==> config.mk <==
export PLATFORM = sky130hd
export DESIGN_NAME = plcp_div_cell
export DESIGN_NICKNAME = d
export VERILOG_FILES = /design/src/rtl/plcp_pkg.sv /design/src/rtl/plcp_div_cell.sv
export SDC_FILE = /design/constraint.sdc
export NUM_CORES = 1
export LEC_CHECK = 0
export ABC_CLOCK_PERIOD_IN_PS = 4050
export BUFFER_PORTS_ARGS = -buffer_cell sky130_fd_sc_hd__buf_2
export CAP_MARGIN = 10
export CORE_MARGIN = 4
export CORE_UTILIZATION = 50
export DETAILED_ROUTE_END_ITERATION = 16
export PLACE_DENSITY = 0.81
export SLEW_MARGIN = 30
export SYNTH_ARGS = -nofsm -noshare
export SYNTH_HDL_FRONTEND = slang
export SYNTH_SLANG_ARGS = --single-unit
==> constraint.sdc <==
create_clock -name clk -period 4.05 [get_ports clk]
set_clock_uncertainty 0.15 [all_clocks]
set_input_delay 0.81 -clock clk [delete_from_list [all_inputs] [get_ports clk]]
set_output_delay 0.81 -clock clk [all_outputs]
set_load 0.005 [all_outputs]
==> src/rtl/plcp_pkg.sv <==
`timescale 1ns / 1ps
// ---------------------------------------------------------------------------
// plcp_pkg
// Shared constants, types and the exp2 stage table for the current profile.
// ---------------------------------------------------------------------------
package plcp_pkg;

  localparam int FRAC_BITS      = 16;
  localparam int LOG_EXP_STAGES = 16;

  localparam int DIV_CELLS = FRAC_BITS + 1;
  localparam int R_W       = FRAC_BITS + 1;
  localparam int P_W       = $clog2(FRAC_BITS + 1);
  localparam int LM_W      = LOG_EXP_STAGES + P_W;
  localparam int U_W       = LM_W + 4;
  localparam int Q_W       = U_W - LOG_EXP_STAGES;
  localparam int M_W       = 31;
  localparam int ACC_W     = 33;
  localparam int PW_W      = FRAC_BITS + 1;
  localparam int PRD_W     = 33 + PW_W + 1;
  localparam int SPD_W     = 35;
  localparam int VM_W      = SPD_W + 16;

  localparam logic [2:0] REG_NORMAL    = 3'd0;
  localparam logic [2:0] REG_DIRECTION = 3'd1;
  localparam logic [2:0] REG_MEAN      = 3'd2;
  localparam logic [2:0] REG_DEPTH     = 3'd3;
  localparam logic [2:0] REG_SURFACE   = 3'd4;
  localparam logic [2:0] REG_SEABED    = 3'd5;
  localparam logic [2:0] REG_INV_EXP   = 3'd6;

  typedef struct packed {
    logic above;
    logic below;
    logic rzero;
  } tag_t;

  typedef logic [31:0] exp_tab_t [0:LOG_EXP_STAGES];

  function automatic exp_tab_t calc_exp_tab();
    exp_tab_t    t;
    logic [63:0] x;
    logic [63:0] res;
    logic [63:0] bt;
    t[0] = 32'h8000_0000;
    for (int b = 1; b <= LOG_EXP_STAGES; b++) begin
      x   = {t[b-1], 32'h0};
      res = 64'h0;
      bt  = 64'h4000_0000_0000_0000;
      for (int i = 0; i < 32; i++) begin
        if (x >= res + bt) begin
          x   = x - (res + bt);
          res = (res >> 1) + bt;
        end else begin
          res = res >> 1;
        end
        bt = bt >> 2;
      end
      t[b] = res[31:0];
    end
    return t;
  endfunction

  localparam exp_tab_t EXP_TAB = calc_exp_tab();

endpackage

==> src/rtl/plcp_div_cell.sv <==
`timescale 1ns / 1ps
// ---------------------------------------------------------------------------
// plcp_div_cell
// One restoring divide step: yields one quotient bit of the height ratio.
// ---------------------------------------------------------------------------
module plcp_div_cell (
  input  logic                  clk,
  input  logic                  rst_n,
  input  logic [30:0]           divisor,
  input  logic                  in_valid,
  output logic                  in_ready,
  input  logic [31:0]           in_rem,
  input  logic [plcp_pkg::R_W-1:0] in_quo,
  input  plcp_pkg::tag_t        in_tag,
  output logic                  out_valid,
  input  logic                  out_ready,
  output logic [31:0]           out_rem,
  output logic [plcp_pkg::R_W-1:0] out_quo,
  output plcp_pkg::tag_t        out_tag
);
  import plcp_pkg::*;

  logic             v_r;
  logic [31:0]      rem_r, rem_nxt, diff;
  logic [R_W-1:0]   quo_r, quo_nxt;
  tag_t             tag_r;
  logic             ge;

  assign in_ready = !v_r || out_ready;

  always_comb begin
    ge      = in_rem >= {1'b0, divisor};
    diff    = ge ? (in_rem - {1'b0, divisor}) : in_rem;
    rem_nxt = {diff[30:0], 1'b0};
    quo_nxt = {in_quo[R_W-2:0], ge};
  end

  always_ff @(posedge clk) begin
    if (!rst_n) begin
      v_r <= 1'b0;
    end else if (in_ready) begin
      v_r <= in_valid;
    end
  end

  always_ff @(posedge clk) begin
    if (in_valid && in_ready) begin
      rem_r <= rem_nxt;
      quo_r <= quo_nxt;
      tag_r <= in_tag;
    end
  end

  assign out_valid = v_r;
  assign out_rem   = rem_r;
  assign out_quo   = quo_r;
  assign out_tag   = tag_r;

endmodule

After elaboration in Yosys (flattened, before gate mapping)
Cells that the tools add are included.
- register bits after elaboration: 52
- output and inout bits: 54
- word-level logic and storage cells: 12
- $add $sub $neg: 1
- magnitude comparators: 1
- muxes and demuxes: 1
- reductions and logical operators: 3
- operators by type and width (cell ; number):
    >= comparator 32 x 31 -> 1 bit ; 1
    2-to-1 mux 31 bit ; 1
    subtractor 31 bit ; 1
    logical AND 1 bit ; 1
    logical NOT 1 bit ; 1
    logical OR 1 bit ; 1

Depth between registers and ports, before layout
- word-level depth: 3
- gate-level depth with buffers: 14

Least setup slack after synthesis
Ideal clock, no wire load.
- path kind: input -> register
- start point: input divisor[25]
- end point: register rem_r[19], in the netlist out_rem[19] (data pin)
- arrival time: 2964 ps
- data required time: 3640 ps
- slack: 675 ps
- stages on the path: 11
- buffers on the path: 1
- cells stage by stage: inv_1 ha_1 a21o_1 a21o_1 a2111oi_0 nor3_1 a211o_1 nor2_4 inv_2 buf_6 mux2_4
- word-level cells in the longest chain between the ends: 2
- ends and longest elaborated chain (item ; RTL line ; source):
    start: declaration ; plcp_div_cell.sv:9 ; input logic [30:0] divisor,
    >= comparator 32 x 31 -> 1 bit ; plcp_div_cell.sv:32 ; ge = in_rem >= {1'b0, divisor};
    2-to-1 mux 31 bit ; plcp_div_cell.sv:33 ; diff = ge ? (in_rem - {1'b0, divisor}) : in_rem;
    net diff[18] ; plcp_div_cell.sv:24 ; logic [31:0] rem_r, rem_nxt, diff;
    end signal: assignment ; plcp_div_cell.sv:48 ; rem_r <= rem_nxt;
    end: declaration ; plcp_div_cell.sv:24 ;
The timed path passes the listed nets, and every way through them passes these cells.
A chain may end at the register's enable or synchronous reset.

Worst setup path after layout
- start point: input in_rem[0]
- end point: register rem_r[23], in the netlist out_rem[23] (data pin)
- word-level cells in the longest chain between the ends: 2
- ends and longest elaborated chain (item ; RTL line ; source):
    start: declaration ; plcp_div_cell.sv:12 ; input logic [31:0] in_rem,
    subtractor 31 bit or >= comparator 32 x 31 -> 1 bit (tied branches) ; plcp_div_cell.sv:33, plcp_div_cell.sv:32 ;
    2-to-1 mux 31 bit * ; plcp_div_cell.sv:33 ;
    net diff[22] ; plcp_div_cell.sv:24 ;
Mark *: on every way through the listed nets, which the timed path passes. The rest lies on a longest branch.

==> flow_summary.json <==
{
  "crit_fanout": 18,
  "portBuffers": 138,
  "cap_violations": 0,
  "power-per-cell-area_nw_per_um2": 313,
  "grt_use_total_pct": 20.3,
  "setup_violations": 0,
  "clockRootBuffer": "clkbuf_8",
  "drive_above_1_share_pct": 32.6,
  "fmaxAchievable_ghz": 0.281,
  "dpl_cell_area_um2": 4590,
  "cts.clk_slew.worst_paths_ps": 90,
  "synth_seq_cells": 52,
  "critPathKind": "in -> reg",
  "ant_nets": 0,
  "hold_viol": 0,
  "critPathLaunch": "in_rem[0]",
  "dp_slack_ps": 186,
  "grt_pass1_wl_um": 14900,
  "coreArea_um2": 7330,
  "crit_arrival_ps": 3450,
  "p_leak_nw": 2.17,
  "yosys_warnings": 0,
  "clockBufferDepth": 2,
  "finalNonFillerCells": 645,
  "first_global_vias": 3357,
  "drt-total-wl_um": 9270,
  "overflow": 0,
  "synth-edff-count": 51,
  "post-route-period-util_pct": 87.7,
  "place_congestion": 0.848,
  "yosysUniqueCellTypes": 59,
  "fin_crit_ps": 3550,
  "drc": 0,
  "tns_ps": 0,
  "max_slew.worst_pin.slew_ps": 704,
  "grt_max_degree": 31,
  "cts_resized": 0,
  "layout_common_cells": "buf_2 (138), edfxtp_1 (51), inv_1 (43)",
  "fin_area_um2": 4680,
  "clock_sinks": 52,
  "synth_fp_nets": 527,
  "syn_area_um2": 3820,
  "critPathLaunchType": "input port",
  "r2r_slack_ps": 2250,
  "initial_core_util_pct": 52.1,
  "finalPower_w": 0.00146,
  "syn_inst": 408,
  "async_flop_share_pct": 0,
  "cp-endpoint": "out_rem[23]",
  "numCtsBuffers": 5,
  "die-area_um2": 9100,
  "status": "finished, final reports clean",
  "routedWlPerCell_um": 14.4,
  "fp.dieH_um": 95.4,
  "diodes": 0,
  "reg2regPathDepth": 3,
  "antenna_found_initial": 0,
  "rr_endpoint": "out_rem[7]",
  "cts_tree": "built",
  "dp_hpwl_um": 7610,
  "ir_drop_mv": 0.137,
  "setup_ws_ps": 497,
  "end_kind": "register",
  "rsz0062_at_grt": "false",
  "firstDrtPassIters": 4,
  "hp-class": "reg -> reg",
  "r2r-start": "out_valid",
  "post_cts_buffers": 0,
  "relSlewSlack_pct": 53.1,
  "nets": 664,
  "ys_seq_area_share_pct": 40.6,
  "synth_area_per_cell_um2": 9.36,
  "viasPerCell": 5.37,
  "worstSkewPairLatency_ps": 290,
  "required_ps": 3940,
  "num_rows": 31,
  "syn2layout_area_growth_pct": 22.5,
  "drv_slew": 0,
  "drt-initial-drc-count": 152,
  "die_w_um": 95.4,
  "dr_total_vias": 3466,
  "synth_flop_cell": "edfxtp_1",
  "final_common_cell": "buf_2",
  "hold_buffers": 0,
  "place_inst": 637,
  "htreeDepth": 2,
  "io_pins": 141
}
==> logic make-up (layout without fill, tap and decap cells) <==
group	Yosys count	count (layout)	share of synthesized area, %
simple gates	119	119	15.1
xor+xnor	24	24	5.51
fa+ha+maj	32	32	10.7
mux	1	1	0.393
buf+inv	58	196	6.72
other cells	1	1	0.0982
compound gates	121	121	20.9
flops	52	52	40.6
==> worst max-delay path, cell delays in order <==
cell and delay (ps):
buf_2 100, inv_1 40, ha_1 200, fa_1 410
nor2b_1 160, o31a_1 170, o21ba_2 180, o21ai_1 150
a311oi_1 460, nor2_4 80, inv_2 300, buf_4 310
a21oi_2 70
==> layout make-up <==
cell class                 count  area, um2
tap                           99        124
timing repair buffer         144        736
clock inverter                 2       16.3
sequential                    52       1550
multi-input combinational    298       2010
fill                         658       2660
inverter                      44        165
clock buffer                   6       72.6
==> report_power, final <==
part	leakage, nW	internal, W	switching, W	total [W]
clock network	0.0414	0.000123	0.000172	0.000295
registers	0.499	0.000664	0.0000117	0.000676
logic	1.63	0.000218	0.000275	0.000494
==> worst min-delay path by stage <==
stage	from	endpoint	slack [ps]	cells past startpoint
floorplan	out_valid	out_valid	390	2
global placement	out_valid	out_valid	350	2
detailed placement	out_valid	out_valid	370	2
CTS	out_valid	out_valid	380	2
global route	out_valid	out_valid	420	2
finish	out_valid	out_valid	380	2
==> registers in the layout, indices dropped and copies added (netlist names) <==
register and cells:
out_rem 31, out_quo 17, out_tag 3, out_valid 1
==> through the flow <==
stage               hold slack, ps  util (%)
CTS                            384      63.8
detailed placement             372      62.6
floorplan                      387         -
finish                         384      63.8
global placement               345      62.6
global route                   416      63.8
==> cells in the mapped netlist (all sizes together), types with 2 or more instances <==
cell type  instances  area share (%)
o311a              2            0.52
buf                9             1.9
and3               3            0.49
nor2b              3            0.49
nor3b              2            0.39
clkbuf             5            0.49
nand4              8             1.3
nor4               2            0.33
o211a              2            0.52
o21bai             7             1.4
a211o              2            0.46
nor3               4            0.66
o211ai             3            0.59
nor2              43             4.9
a211oi             4            0.92
nand2             36             3.5
xnor2             14             3.2
o21ai             23             3.0
ha                31              10
nand2b             5            0.82
a31oi              2            0.33
xor2              10             2.3
inv               44             4.3
a21oi             50             7.5
edfxtp            51              40
a31o               2            0.46
a311oi             2            0.46
o21ba              2            0.52
o31ai              3            0.59
and2               3            0.49
or3                2            0.33
nand3              5            0.66
o21a               2            0.39
a21o               7             1.4
==> routing by layer <==
layer	track usage, %	vias to the layer above	routed length, um
li1	-	1733	-
met1	25.7	1584	3920
met5	0	-	0
met2	35.2	133	4400
met3	3.39	16	788
met4	6.87	0	158
Note: power is estimated with default switching activity, not from simulation.
