### src/rtl/plcp_pkg.sv
`timescale 1ns / 1ps
// ---------------------------------------------------------------------------
// plcp_pkg
// Shared constants, types and the exp2 stage table for the current profile.
// ---------------------------------------------------------------------------
package plcp_pkg;

  localparam int FRAC_BITS      = 16;
  localparam int LOG_EXP_STAGES = 16;

  localparam int DIV_CELLS = FRAC_BITS + 1;
  localparam int R_W       = FRAC_BITS + 1;
  localparam int P_W       = $clog2(FRAC_BITS + 1);
  localparam int LM_W      = LOG_EXP_STAGES + P_W;
  localparam int U_W       = LM_W + 4;
  localparam int Q_W       = U_W - LOG_EXP_STAGES;
  localparam int M_W       = 31;
  localparam int ACC_W     = 33;
  localparam int PW_W      = FRAC_BITS + 1;
  localparam int PRD_W     = 33 + PW_W + 1;
  localparam int SPD_W     = 35;
  localparam int VM_W      = SPD_W + 16;

  localparam logic [2:0] REG_NORMAL    = 3'd0;
  localparam logic [2:0] REG_DIRECTION = 3'd1;
  localparam logic [2:0] REG_MEAN      = 3'd2;
  localparam logic [2:0] REG_DEPTH     = 3'd3;
  localparam logic [2:0] REG_SURFACE   = 3'd4;
  localparam logic [2:0] REG_SEABED    = 3'd5;
  localparam logic [2:0] REG_INV_EXP   = 3'd6;

  typedef struct packed {
    logic above;
    logic below;
    logic rzero;
  } tag_t;

  typedef logic [31:0] exp_tab_t [0:LOG_EXP_STAGES];

  function automatic exp_tab_t calc_exp_tab();
    exp_tab_t    t;
    logic [63:0] x;
    logic [63:0] res;
    logic [63:0] bt;
    t[0] = 32'h8000_0000;
    for (int b = 1; b <= LOG_EXP_STAGES; b++) begin
      x   = {t[b-1], 32'h0};
      res = 64'h0;
      bt  = 64'h4000_0000_0000_0000;
      for (int i = 0; i < 32; i++) begin
        if (x >= res + bt) begin
          x   = x - (res + bt);
          res = (res >> 1) + bt;
        end else begin
          res = res >> 1;
        end
        bt = bt >> 2;
      end
      t[b] = res[31:0];
    end
    return t;
  endfunction

  localparam exp_tab_t EXP_TAB = calc_exp_tab();

endpackage

### src/rtl/plcp_log_cell.sv
`timescale 1ns / 1ps
// ---------------------------------------------------------------------------
// plcp_log_cell
// One log2 squaring step: squares the mantissa and emits one fraction bit.
// ---------------------------------------------------------------------------
module plcp_log_cell (
  input  logic                  clk,
  input  logic                  rst_n,
  input  logic                  in_valid,
  output logic                  in_ready,
  input  logic [plcp_pkg::M_W-1:0] in_m,
  input  logic [plcp_pkg::LOG_EXP_STAGES-1:0] in_frac,
  input  logic [plcp_pkg::P_W-1:0] in_p,
  input  plcp_pkg::tag_t        in_tag,
  output logic                  out_valid,
  input  logic                  out_ready,
  output logic [plcp_pkg::M_W-1:0] out_m,
  output logic [plcp_pkg::LOG_EXP_STAGES-1:0] out_frac,
  output logic [plcp_pkg::P_W-1:0] out_p,
  output plcp_pkg::tag_t        out_tag
);
  import plcp_pkg::*;

  logic                      v_r;
  logic [2*M_W-1:0]          sq;
  logic [31:0]               sq_sh;
  logic [M_W-1:0]            m_r, m_nxt;
  logic [LOG_EXP_STAGES-1:0] frac_r, frac_nxt;
  logic [P_W-1:0]            p_r;
  tag_t                      tag_r;

  assign in_ready = !v_r || out_ready;

  always_comb begin
    sq       = (2*M_W)'(in_m) * (2*M_W)'(in_m);
    sq_sh    = sq[61:30];
    m_nxt    = sq_sh[31] ? sq_sh[31:1] : sq_sh[30:0];
    frac_nxt = {in_frac[LOG_EXP_STAGES-2:0], sq_sh[31]};
  end

  always_ff @(posedge clk) begin
    if (!rst_n) begin
      v_r <= 1'b0;
    end else if (in_ready) begin
      v_r <= in_valid;
    end
  end

  always_ff @(posedge clk) begin
    if (in_valid && in_ready) begin
      m_r    <= m_nxt;
      frac_r <= frac_nxt;
      p_r    <= in_p;
      tag_r  <= in_tag;
    end
  end

  assign out_valid = v_r;
  assign out_m     = m_r;
  assign out_frac  = frac_r;
  assign out_p     = p_r;
  assign out_tag   = tag_r;

endmodule

### config.mk
export PLATFORM = sky130hd
export DESIGN_NAME = plcp_log_cell
export DESIGN_NICKNAME = d
export VERILOG_FILES = /design/src/rtl/plcp_pkg.sv /design/src/rtl/plcp_log_cell.sv
export SDC_FILE = /design/constraint.sdc
export NUM_CORES = 2
export LEC_CHECK = 0
export BUFFER_PORTS_ARGS = -buffer_cell sky130_fd_sc_hd__buf_4
export CORE_MARGIN = 2
export CORE_UTILIZATION = 45
export CTS_CLUSTER_SIZE = 28
export DETAILED_ROUTE_END_ITERATION = 8
export PLACE_DENSITY = 0.67
export SYNTH_ARGS = -nofsm -noshare
export SYNTH_HDL_FRONTEND = slang
export SYNTH_SLANG_ARGS = --single-unit
### constraint.sdc
create_clock -name clk -period 26.5 [get_ports clk]
set_clock_uncertainty 0.2 [all_clocks]
set_input_delay 3.975 -clock clk [delete_from_list [all_inputs] [get_ports clk]]
set_output_delay 3.975 -clock clk [all_outputs]
set_load 0.005 [all_outputs]
## Word-level counts from Yosys, hierarchy flattened

Index checks and enable logic that the tools add are counted.

- Output and inout port bits: 57
- Bits in registers: 56
- Input port bits: 59
- Logic and storage cells: 13

- Reduce and logical (&&, ||, !) cells: 3
- Mux-type cells: 1
- Multiply operators: 1

Operators by type and width:

| kind | count |
|---|---|
| multiplier 31 x 31 -> 62 bit | 1 |
| two-way mux 30 bit | 1 |
| logical AND 1 bit | 1 |
| zero test 1 bit | 1 |
| logical OR 1 bit | 1 |

## Longest topological paths before layout

- Depth after elaboration: 3
- Depth in mapped cells: 31
- Depth with buffers taken out: 27

## Least setup slack after synthesis

Ideal clock, no wire load.

- Path type: input -> register
- Start point: in in_m[25] (netlist name)
- End point: reg m_r[10] (netlist: out_m[10]), data pin
- Path buffers: 5
- Path slack: 14.971 ns
- Stages: 28
- Arrival time: 11.067 ns
- Library setup time: 0.262 ns
- Path through: clkbuf_1 > clkbuf_1 > nand2_1 > fa_1 > fa_1 > inv_1 > fa_1 > inv_1 > fa_1 > inv_1 > fa_1 > fa_1 > fa_1 > inv_1 > fa_1 > inv_1 > ha_1 > clkbuf_1 > a21oi_1 > o21ai_1 > a31oi_2 > nor4b_4 > nor2_2 > a221o_1 > buf_6 > nor2_4 > buf_4 > mux2_1

- Longest elaborated chain between the ends: 2

Ends and longest elaborated chain:

| element | RTL line | text |
|---|---|---|
| start: declaration | plcp_log_cell.sv:11 | `input logic [plcp_pkg::M_W-1:0] in_m,` |
| multiplier 31 x 31 -> 62 bit | plcp_log_cell.sv:35 | `sq = (2*M_W)'(in_m) * (2*M_W)'(in_m);` |
| two-way mux 30 bit | plcp_log_cell.sv:37 | `m_nxt = sq_sh[31] ? sq_sh[31:1] : sq_sh[30:0];` |
| via m_nxt[10] | plcp_log_cell.sv:27 | `logic [M_W-1:0] m_r, m_nxt;` |
| end signal: assignment | plcp_log_cell.sv:51 | `m_r <= m_nxt;` |
| end: declaration | plcp_log_cell.sv:27 |  |

The timed path passes the listed nets, and every way through them passes these cells.
A chain may end at the register's enable or synchronous reset.

## Worst setup path after layout

- Start point: in in_m[15] (netlist name)
- End point: reg m_r[5] (netlist: out_m[5]), data pin

The elaborated chain is that of the path after synthesis.

==> results.md <==
- H-tree levels: 2
- Synth area leader: fa_1
- Hold Path Class: reg -> reg
- Period minus WS final: 12,920 ps
- DRC viols: 0
- DP HPWL: 54,700 um
- Hold Crit Depth: 2
- Io pins: 116
- Area delta synth->final: 5.62%
- Post-synth cell types: 68
- Design area: 30,800 um^2
- Row Count: 93
- Antenna-violating nets left: 0
- Yosys reg bits: 56
- Die area: 66,800 um^2
- Combined area of the multi-input logic cells: 23,600 um^2
- Maxcap violations: 0
- Core area: 64,200 um^2
- Highest-count cells in the layout ignoring fill and taps: inv_1 (920), fa_1 (747), nand2_1 (312)
- Worst flop-to-flop path startpoint: out_valid$_SDFFE_PN0N_
- Largest net degree at the start of global routing: 45
- Drt wl/cell: 17.3 um
- Critical R2R Capture: out_m[0]$_DFFE_PP_
- Yosys warns: 0
- Placed Instance Area: 30,600 um^2
- Setup bufs post-CTS: 0
- Final setup fails: 0
- Clk slew on worst S/H paths: 70 ps
- Filler cells: 6,101
- Die X-Extent: 258 um
- Max Slew Vio Count: 0
- Worst-skew pair later-pin latency: 290 ps
- Final #Nets: 4,125
- Mapped Cells: 3,038
- Final WL: 67,500 um
- Synth area leaders: fa_1 (51%), inv_1 (12%), ha_1 (12%), edfxtp_1 (5.7%), and2_1 (4.1%)
- Final Cycle Share: 48.8%
- Hold Vio Cnt, Final: 0
- Relative slew slack: 41.3%
- Worst EP arrival: 12,810 ps
- Max Freq: 0.0774 GHz
- CTS max path bufs: 2
- Placer Congestion: 0.861
- Avg Cell Area, Syn: 9.59 um^2
- Initial antenna violation count: 2
- CTS root buf: clkbuf_16
- First drt pass iteration count: 5
- Storage element area: 1670 um^2
- Type of the worst setup path: in -> reg
- Antenna Cells: 0
- Vias in the first global route: 21,700
- Status: finished, final reports clean
- Post-Syn Area: 29,100 um^2
- Worst EP required: 26,380 ps
- Reg-to-reg setup timing slack: 24,670 ps
- Startpoint Class: primary input
- Hold path start: out_valid$_SDFFE_PN0N_
- Asr flop ratio synth: 0%
- Share of the yosys chip area belonging to registers: 5.74%
- Die Span Y: 258 um
- CTS buffer count: 5
- Worst-margin pin slew: 879 ps
- Pre-CTS setup slack: 13,290 ps
- Share of the synthesized area in the top cell type: 51.3%
- First-pass GRT wire length: 113,000 um
- Worst Hold End: out_valid$_SDFFE_PN0N_
- Post-synth top flop: edfxtp_1
- Routed vias: 19,400
- IO buf count: 114
- Post-cts resize count: 0
- Post-synthesis net count: 4,113
- Post-CTS Hold Buffers: 0
- Total gr overflow: 0
- Slack of the critical path: 13,580 ps
- Post-synth EDFFs: 55
- Global Route Usage Sum: 21.4%
- Setup_tns: 0 ps
- Iter 0 DRT Violations: 1,054
- Worst Reg-to-Reg Cells: 3
- Worst-path fanout max: 32
- Initial core utilization: 45.4%
- RSZ-0062 raised after global routing: no
- Share of layout cells above drive strength 1: 4.79%
- CTS tree: done
- Most common cell after layout, fill and taps aside: inv_1
- Setup crit end kind: flop
- Clk sink count: 56
- Via density: 4.98
-- how the worst max path moves through the flow --
stage / from / end / slack, ps / cells after the start
after CTS: in_m[15] / out_m[5]$_DFFE_PP_ / 13570 / 24
final: in_m[15] / out_m[5]$_DFFE_PP_ / 13580 / 24
after detailed placement: in_m[15] / out_m[5]$_DFFE_PP_ / 13290 / 24
after global placement: in_m[15] / out_m[5]$_DFFE_PP_ / 13320 / 24
after floorplan: in_m[25] / out_m[10]$_DFFE_PP_ / 14970 / 28
after global routing: in_m[15] / out_m[5]$_DFFE_PP_ / 13100 / 24
-- cells in the mapped netlist (14+ instances only) --
library cell,instances
nand2_1,312
and2_1,191
clkbuf_1,97
fa_1,747
a21o_1,15
xnor2_1,35
inv_1,920
nor2_1,57
xor2_1,25
a21oi_1,74
ha_1,269
mux2i_1,14
edfxtp_1,55
o21ai_0,38
and3_1,14
-- final cells by class --
class	instances	share of cell area, %
Clock buffer	6	0.419
Sequential cell	56	5.43
Inverter	921	11.2
Timing Repair Buffer	116	2.83
Multi-Input combinational cell	1950	76.6
Clock inverter	2	0.0366
Tap cell	855	3.48
-- state kept, by name, summed over array words and instances, names as in the netlist --
signal / cells
out_frac: 16
out_m: 31
out_valid: 1
out_tag: 3
out_p: 5
-- through the flow --
| step | utilization (%) | hold slack (ps) | cells |
|---|---|---|---|
| floorplan | - | 337 | 3038 |
| global placement | 47.7 | 324 | 3898 |
| detailed placement | 47.7 | 320 | 3898 |
| CTS | 47.9 | 332 | 3906 |
| global route | 47.9 | 376 | 3906 |
| finish | 47.9 | 330 | 3906 |
-- metal layers --
layer | vias up | track usage (%) | wire length (um) | share of wire [%]
li1 | 8889 | - | - | -
met1 | 10000 | 29.0 | 28500 | 42
met2 | 425 | 38.0 | 34500 | 51
met3 | 95 | 1.51 | 2820 | 4.2
met4 | 0 | 4.56 | 1640 | 2.4
met5 | - | 0 | 0 | 0
-- kinds of logic (layout without fill, tap and decap cells) --
group                      count (synthesis)  in the layout  synth area share (%)
adders and majority gates               1016           1016                  62.9
DFF                                       56             56                  5.74
muxes                                     26             26                 0.957
and+or+nand+nor                          630            630                  10.4
xor gates and xnor gates                  60             60                  1.80
AOI/OAI and AO/OA                        218            218                  4.87
buffers and inverters                   1032           1045                  13.4
-- critical path, cell delays in order --
cell and delay [ps]:
buf_4 360, clkinv_1 500, nor2_1 430, fa_1 500, fa_1 540, inv_1 50, fa_1 600, fa_1 470
fa_1 560, inv_1 50, fa_1 480, fa_1 400, fa_1 480, ha_1 370, a21oi_1 290, o21a_1 210
a21oi_1 70, o21ai_1 300, a31o_2 210, nor2_2 90, a221o_1 470, nor2_4 740, mux2_4 350, a222oi_1 260
Power is left out: the tool's default activity adds up to more than one toggle a clock period on the data nets, which glitch-free logic cannot reach.
