### config.mk
export PLATFORM = sky130hd
export DESIGN_NAME = plcp_exp_cell
export DESIGN_NICKNAME = d
export VERILOG_FILES = /design/src/rtl/plcp_pkg.sv /design/src/rtl/plcp_exp_cell.sv
export SDC_FILE = /design/constraint.sdc
export NUM_CORES = 2
export LEC_CHECK = 0
export ABC_AREA = 1
export BUFFER_PORTS_ARGS = -buffer_cell sky130_fd_sc_hd__buf_4
export CORE_MARGIN = 2
export CORE_UTILIZATION = 52
export CTS_BUF_LIST = sky130_fd_sc_hd__clkbuf_8
export CTS_CLUSTER_SIZE = 40
export DETAILED_ROUTE_END_ITERATION = 8
export GPL_TIMING_DRIVEN = 0
export PLACE_DENSITY = 0.69
export SKIP_LAST_GASP = 1
export SLEW_MARGIN = 20
export SYNTH_ARGS = -nofsm -noshare
export SYNTH_HDL_FRONTEND = slang
export SYNTH_SLANG_ARGS = --single-unit
### constraint.sdc
create_clock -name clk -period 7.6 [get_ports clk]
set_input_delay 0 -clock clk [delete_from_list [all_inputs] [get_ports clk]]
set_output_delay 0 -clock clk [all_outputs]
set_load 0.02 [all_outputs]
### src/rtl/plcp_pkg.sv
`timescale 1ns / 1ps
// ---------------------------------------------------------------------------
// plcp_pkg
// Shared constants, types and the exp2 stage table for the current profile.
// ---------------------------------------------------------------------------
package plcp_pkg;

  localparam int FRAC_BITS      = 16;
  localparam int LOG_EXP_STAGES = 16;

  localparam int DIV_CELLS = FRAC_BITS + 1;
  localparam int R_W       = FRAC_BITS + 1;
  localparam int P_W       = $clog2(FRAC_BITS + 1);
  localparam int LM_W      = LOG_EXP_STAGES + P_W;
  localparam int U_W       = LM_W + 4;
  localparam int Q_W       = U_W - LOG_EXP_STAGES;
  localparam int M_W       = 31;
  localparam int ACC_W     = 33;
  localparam int PW_W      = FRAC_BITS + 1;
  localparam int PRD_W     = 33 + PW_W + 1;
  localparam int SPD_W     = 35;
  localparam int VM_W      = SPD_W + 16;

  localparam logic [2:0] REG_NORMAL    = 3'd0;
  localparam logic [2:0] REG_DIRECTION = 3'd1;
  localparam logic [2:0] REG_MEAN      = 3'd2;
  localparam logic [2:0] REG_DEPTH     = 3'd3;
  localparam logic [2:0] REG_SURFACE   = 3'd4;
  localparam logic [2:0] REG_SEABED    = 3'd5;
  localparam logic [2:0] REG_INV_EXP   = 3'd6;

  typedef struct packed {
    logic above;
    logic below;
    logic rzero;
  } tag_t;

  typedef logic [31:0] exp_tab_t [0:LOG_EXP_STAGES];

  function automatic exp_tab_t calc_exp_tab();
    exp_tab_t    t;
    logic [63:0] x;
    logic [63:0] res;
    logic [63:0] bt;
    t[0] = 32'h8000_0000;
    for (int b = 1; b <= LOG_EXP_STAGES; b++) begin
      x   = {t[b-1], 32'h0};
      res = 64'h0;
      bt  = 64'h4000_0000_0000_0000;
      for (int i = 0; i < 32; i++) begin
        if (x >= res + bt) begin
          x   = x - (res + bt);
          res = (res >> 1) + bt;
        end else begin
          res = res >> 1;
        end
        bt = bt >> 2;
      end
      t[b] = res[31:0];
    end
    return t;
  endfunction

  localparam exp_tab_t EXP_TAB = calc_exp_tab();

endpackage

### src/rtl/plcp_exp_cell.sv
`timescale 1ns / 1ps
// ---------------------------------------------------------------------------
// plcp_exp_cell
// One exp2 step: multiplies the accumulator by its table factor when the
// leading fraction bit is set.
// ---------------------------------------------------------------------------
module plcp_exp_cell (
  input  logic                  clk,
  input  logic                  rst_n,
  input  logic [31:0]           factor,
  input  logic                  in_valid,
  output logic                  in_ready,
  input  logic [plcp_pkg::ACC_W-1:0] in_acc,
  input  logic [plcp_pkg::LOG_EXP_STAGES-1:0] in_f,
  input  logic [plcp_pkg::Q_W-1:0] in_q,
  input  plcp_pkg::tag_t        in_tag,
  output logic                  out_valid,
  input  logic                  out_ready,
  output logic [plcp_pkg::ACC_W-1:0] out_acc,
  output logic [plcp_pkg::LOG_EXP_STAGES-1:0] out_f,
  output logic [plcp_pkg::Q_W-1:0] out_q,
  output plcp_pkg::tag_t        out_tag
);
  import plcp_pkg::*;

  logic                      v_r;
  logic [ACC_W+31:0]         prod;
  logic [ACC_W-1:0]          acc_r, acc_nxt;
  logic [LOG_EXP_STAGES-1:0] f_r;
  logic [Q_W-1:0]            q_r;
  tag_t                      tag_r;

  assign in_ready = !v_r || out_ready;

  always_comb begin
    prod    = (ACC_W+32)'(in_acc) * (ACC_W+32)'(factor);
    acc_nxt = in_f[LOG_EXP_STAGES-1] ? prod[ACC_W+31:32] : in_acc;
  end

  always_ff @(posedge clk) begin
    if (!rst_n) begin
      v_r <= 1'b0;
    end else if (in_ready) begin
      v_r <= in_valid;
    end
  end

  always_ff @(posedge clk) begin
    if (in_valid && in_ready) begin
      acc_r <= acc_nxt;
      f_r   <= {in_f[LOG_EXP_STAGES-2:0], 1'b0};
      q_r   <= in_q;
      tag_r <= in_tag;
    end
  end

  assign out_valid = v_r;
  assign out_acc   = acc_r;
  assign out_f     = f_r;
  assign out_q     = q_r;
  assign out_tag   = tag_r;

endmodule

Yosys cells after proc, flatten, opt, wreduce, memory -nomap -nowiden
Cells that the tools add are included.
- register bits after elaboration: 61
- bits in latches: 0
- RAM bits: 0
- bits in read-only memories: 0
- bits of input ports: 97
- output and inout port bits: 63
- logic and storage cells: 12
- memories: 0
- add/subtract/negate cells: 0
- multiply operators: 1
- divide/modulo/power cells: 0
- magnitude comparators: 0
- eq/ne operators: 0
- shift operators: 0
- multiplexer cells: 1
- bitwise gates (word level): 0
- reductions and logical operators: 3
- operators by type and width (operator ; count):
    33-bit by 32-bit multiplier with 65-bit output ; 1
    33-bit 2-to-1 mux ; 1
    1-bit logical AND ; 1
    1-bit zero test ; 1
    1-bit logical OR ; 1

Longest topological paths before layout
- depth after elaboration: 3
- depth in mapped cells: 32
- mapped depth without buffers: 30

Least setup slack after synthesis
OpenSTA, ideal clock, no wires.
- kind: input to register
- start: in in_acc[29] (netlist bit)
- end: reg acc_r[18], in the netlist out_acc[18] (data pin)
- arrival: 6.068 ns
- path slack: 1.278 ns
- cell stages on the path: 30
- cell sequence: clkbuf_1 -> clkbuf_1 -> nand2_1 -> fa_1 -> inv_1 -> fa_1 -> fa_1 -> inv_1 -> fa_1 -> inv_1 -> fa_1 -> fa_1 -> fa_1 -> inv_1 -> fa_1 -> inv_1 -> ha_1 -> nand2_1 -> nor2_1 -> inv_2 -> nor2_2 -> inv_2 -> nor2_1 -> inv_1 -> nor3_1 -> nand2_1 -> nand2_1 -> nand2_1 -> nand3_1 -> nand2_1
- cells in the longest elaborated chain, start to end: 2
- ends and longest elaborated chain (element ; RTL line ; source):
    start, declared ; plcp_exp_cell.sv:13 ; input logic [plcp_pkg::ACC_W-1:0] in_acc,
    33-bit by 32-bit multiplier with 65-bit output ; plcp_exp_cell.sv:36 ; prod = (ACC_W+32)'(in_acc) * (ACC_W+32)'(factor);
    33-bit 2-to-1 mux ; plcp_exp_cell.sv:37 ; acc_nxt = in_f[LOG_EXP_STAGES-1] ? prod[ACC_W+31:32] : in_acc;
    named net acc_nxt[18] ; plcp_exp_cell.sv:28 ; logic [ACC_W-1:0] acc_r, acc_nxt;
    end signal, assigned ; plcp_exp_cell.sv:50 ; acc_r <= acc_nxt;
    end, declared ; plcp_exp_cell.sv:28 ;
The timed path passes the listed nets, and every way through them passes these cells.
A chain may end at the register's enable or synchronous reset.

Worst setup path in the final report
- start: in factor[25]
- end: reg acc_r[23], in the netlist out_acc[23] (data pin)
- cells in the longest elaborated chain, start to end: 2
- ends and longest elaborated chain (element ; RTL line ; source):
    start, declared ; plcp_exp_cell.sv:10 ; input logic [31:0] factor,
    33-bit by 32-bit multiplier with 65-bit output ; plcp_exp_cell.sv:36 ;
    33-bit 2-to-1 mux ; plcp_exp_cell.sv:37 ;
    named net acc_nxt[23] ; plcp_exp_cell.sv:28 ;
The timed path passes the listed nets, and every way through them passes these cells.

==> flow_metrics.tcl <==
set metrics [dict create \
    ys_async_sr_fraction_pct 0 \
    routed_wl_mm 147 \
    critical_path_required_ns 7.72 \
    fin_hold_ws_ns 0.0228 \
    post-dp-hpwl_mm 125 \
    ys.warnings.count 0 \
    clock_path_buffers 2 \
    routed_via_density 5.36 \
    crit_type "in -> reg" \
    synthCells 4967 \
    netlist.area_leader.share_pct 48.7 \
    post_cts_setup_buffers 0 \
    grt_first_pass_wirelength_mm 216 \
    clk_pin_slew_ns 0.08 \
    timing.final.hold_violations 0 \
    postSynthNetCount 6250 \
    path_depth 23 \
    crit_arrival_ns 7.58 \
    nFillCells 7050 \
    leading_cell_types_by_total_area_after_synthesis "sky130_fd_sc_hd__fa_1 (49%), sky130_fd_sc_hd__inv_1 (15%), sky130_fd_sc_hd__nand2_1 (14%)" \
    root_buffer "sky130_fd_sc_hd__clkbuf_8" \
    synth-seq-area-share_pct 4.79 \
    crit_path_max_fanout 10 \
    synth_top_area_cell "sky130_fd_sc_hd__fa_1" \
    tritoncts "done" \
    worst-path-buf-inv 4 \
    grt_antenna_before_repair 6 \
    final.setup.tns_ns 0 \
    floorplan.core_area_mm2 0.0727 \
    worstHoldPathType "in -> reg" \
    synth-edff-count 60 \
    number_of_setup_violations_in_the_final_report 0 \
    crit_path_top_delay_cell "sky130_fd_sc_hd__clkbuf_1" \
    crit_path_end_kind "register" \
    finalInstanceArea_mm2 0.0407 \
    grt_max_degree 23 \
    max_stage_delay_ns 0.76 \
    vias 32562 \
    numCtsBuffers 9 \
    min_period_over_period_pct 98.1 \
    achievable-frequency_mhz 134 \
    h-tree-depth 3 \
    cpMostUsedCell "sky130_fd_sc_hd__fa_1" \
    postSynthAreaPerCell_um2 7.66 \
    post_dp_cell_area_mm2 0.0400 \
    drive_gt1_share_pct 5.91 \
    synth-seq-cells 61 \
    fin_crit_ns 7.46 \
    drc_errors 0 \
    critical_path.startpoint_type "primary input" \
    run_status "completed" \
    grt_pass1_vias 32983 \
    die_h_um 274 \
    postLayoutCoreUtil_pct 55.9 \
    skew_ns 0.0125 \
    timing_max_transition_violations_final 0 \
    routed_wire_length_per_instance_um 24.2 \
    initial_core_util_pct 52.3 \
    dr.first_iter.drc_count 3793 \
    fp.dieW_um 274 \
    ff2ff_path_depth 3 \
    cap_viol_max_count 0 \
    globalplace.congestion 1.03 \
    clock_sink_count 61 \
    clkLatencyLatePin_ns 0.36 \
    netlist-cell-type-count 31 \
    netlist_area_before_placement_mm2 0.0380 \
    hold-path-cell-count 3 \
    finish.net_count 6388 \
    worst_slew_margin_rel_pct 19.5 \
    worstPathCellList "clkbuf_2 > clkbuf_1 > nand2_1 > fa_1 > inv_1 > fa_1 > fa_1 > fa_1 > fa_1 > fa_1 > fa_1 > ha_1 > ha_1 > a21oi_1 > inv_1 > nor2_1 > nand2_1 > a21oi_2 > nor2_1 > nor2_1 > nand3_1 > nand3_1 > nand2_1" \
    area_growth_pct 6.98 \
    globalRouteTotalUtil_pct 40.4 \
    die_area_mm2 0.0753 \
    mostFrequentLayoutCell "sky130_fd_sc_hd__inv_1" \
    buffer_ports.inserted 96 \
    io_pins 160 \
    drt_pass1_iterations 6 \
    layout_common_cells "sky130_fd_sc_hd__inv_1 (1,543), sky130_fd_sc_hd__nand2_1 (1,452), sky130_fd_sc_hd__fa_1 (925)" \
    critical-path-top-delay-family "adder cells" \
    dominantRegCellSynth "sky130_fd_sc_hd__edfxtp_1" \
    timing_worst_slew_pin_value_ns 1.21 \
    core.rowCount 99 \
    grt_overflow 0 \
    drt.antenna.violating_nets 0 \
]
-- logic make-up (layout without fill, tap and decap cells) --
family,after synthesis,count (layout),synth area share [%]
AO/OA/AOI/OAI,161,161,2.23
XOR/XNOR,6,6,0.138
flip-flops,61,61,4.79
buffers and inverters,1839,1981,18.2
AND/OR/NAND/NOR,1713,1713,17.4
other,1,5,0.00986
adder cells (fa/ha/maj),1186,1186,57.3
-- stage by stage --
stage	worst slack (ns)	std cells
2_1_floorplan	1.28	4967
3_3_place_gp	-0.823	6022
3_5_place_dp	-0.780	6024
4_1_cts	0.00431	6068
5_1_grt	-0.0108	6068
6_report	0.143	6072
-- layout make-up --
cell class              instances  area (µm²)  area share [%]
multi-input cells            3067       29300            72.1
inverters                    1575        5910            14.5
flip-flops and latches         61        1820            4.48
plain buffers                 264        1200            2.96
well taps                     959        1200            2.95
repair buffers                127        1070            2.62
clock buffers                   9         124           0.305
clock inverters                 6        32.5          0.0800
diodes                          4        10.0          0.0246
-- cells in the mapped netlist (4+ instances only) --
| master | n |
|---|---|
| sky130_fd_sc_hd__inv_1 | 1542 |
| sky130_fd_sc_hd__nand2_1 | 1452 |
| sky130_fd_sc_hd__fa_1 | 925 |
| sky130_fd_sc_hd__clkbuf_1 | 261 |
| sky130_fd_sc_hd__ha_1 | 261 |
| sky130_fd_sc_hd__nor2_1 | 152 |
| sky130_fd_sc_hd__a21oi_1 | 91 |
| sky130_fd_sc_hd__nand3_1 | 75 |
| sky130_fd_sc_hd__edfxtp_1 | 60 |
| sky130_fd_sc_hd__o21ai_0 | 31 |
| sky130_fd_sc_hd__inv_2 | 29 |
| sky130_fd_sc_hd__o21ai_1 | 23 |
| sky130_fd_sc_hd__nor3_1 | 15 |
| sky130_fd_sc_hd__o21bai_1 | 12 |
| sky130_fd_sc_hd__nand3b_1 | 9 |
| sky130_fd_sc_hd__nand4_1 | 5 |
| sky130_fd_sc_hd__clkinv_1 | 4 |
| sky130_fd_sc_hd__xnor2_1 | 4 |
-- repair_timing --
action                                 4_1_cts  5_1_grt
setup endpoints to repair                   20       32
hold buffers                                29        0
endpoints found under the hold margin       28        0
gates resized for setup                     64      225
-- registers in the layout, summed over array words and instances (netlist names) --
register   cells
out_acc       33
out_f         15
out_q          9
out_tag        3
out_valid      1
-- worst reg2reg max path, stage by stage (launching register included) --
cell and delay, ns:
sky130_fd_sc_hd__dfxtp_1 0.35, sky130_fd_sc_hd__a21oi_4 0.66, sky130_fd_sc_hd__buf_16 0.26, sky130_fd_sc_hd__buf_16 0.20
-- final timing paths --
check,end,slack [ns],start
worst max-delay path,out_acc[23],0.14,factor[25]
worst min-delay path,out_acc[1],0.02,in_acc[1]
worst max register to register,out_acc[30],5.84,out_valid
worst min register to register,out_q[0],0.82,out_valid
-- layer usage --
| metal | vias up | part of all wire (%) | GRT usage [%] |
|---|---|---|---|
| li1 | 13995 | - | - |
| met1 | 16264 | 38 | 54.0 |
| met2 | 1891 | 42 | 59.5 |
| met3 | 410 | 12 | 10.5 |
| met4 | 2 | 7.2 | 23.5 |
| met5 | - | 0.012 | 0 |
Power is not shown: default switching activity piles up to over one toggle a cycle in this logic, so the estimate is an artifact.
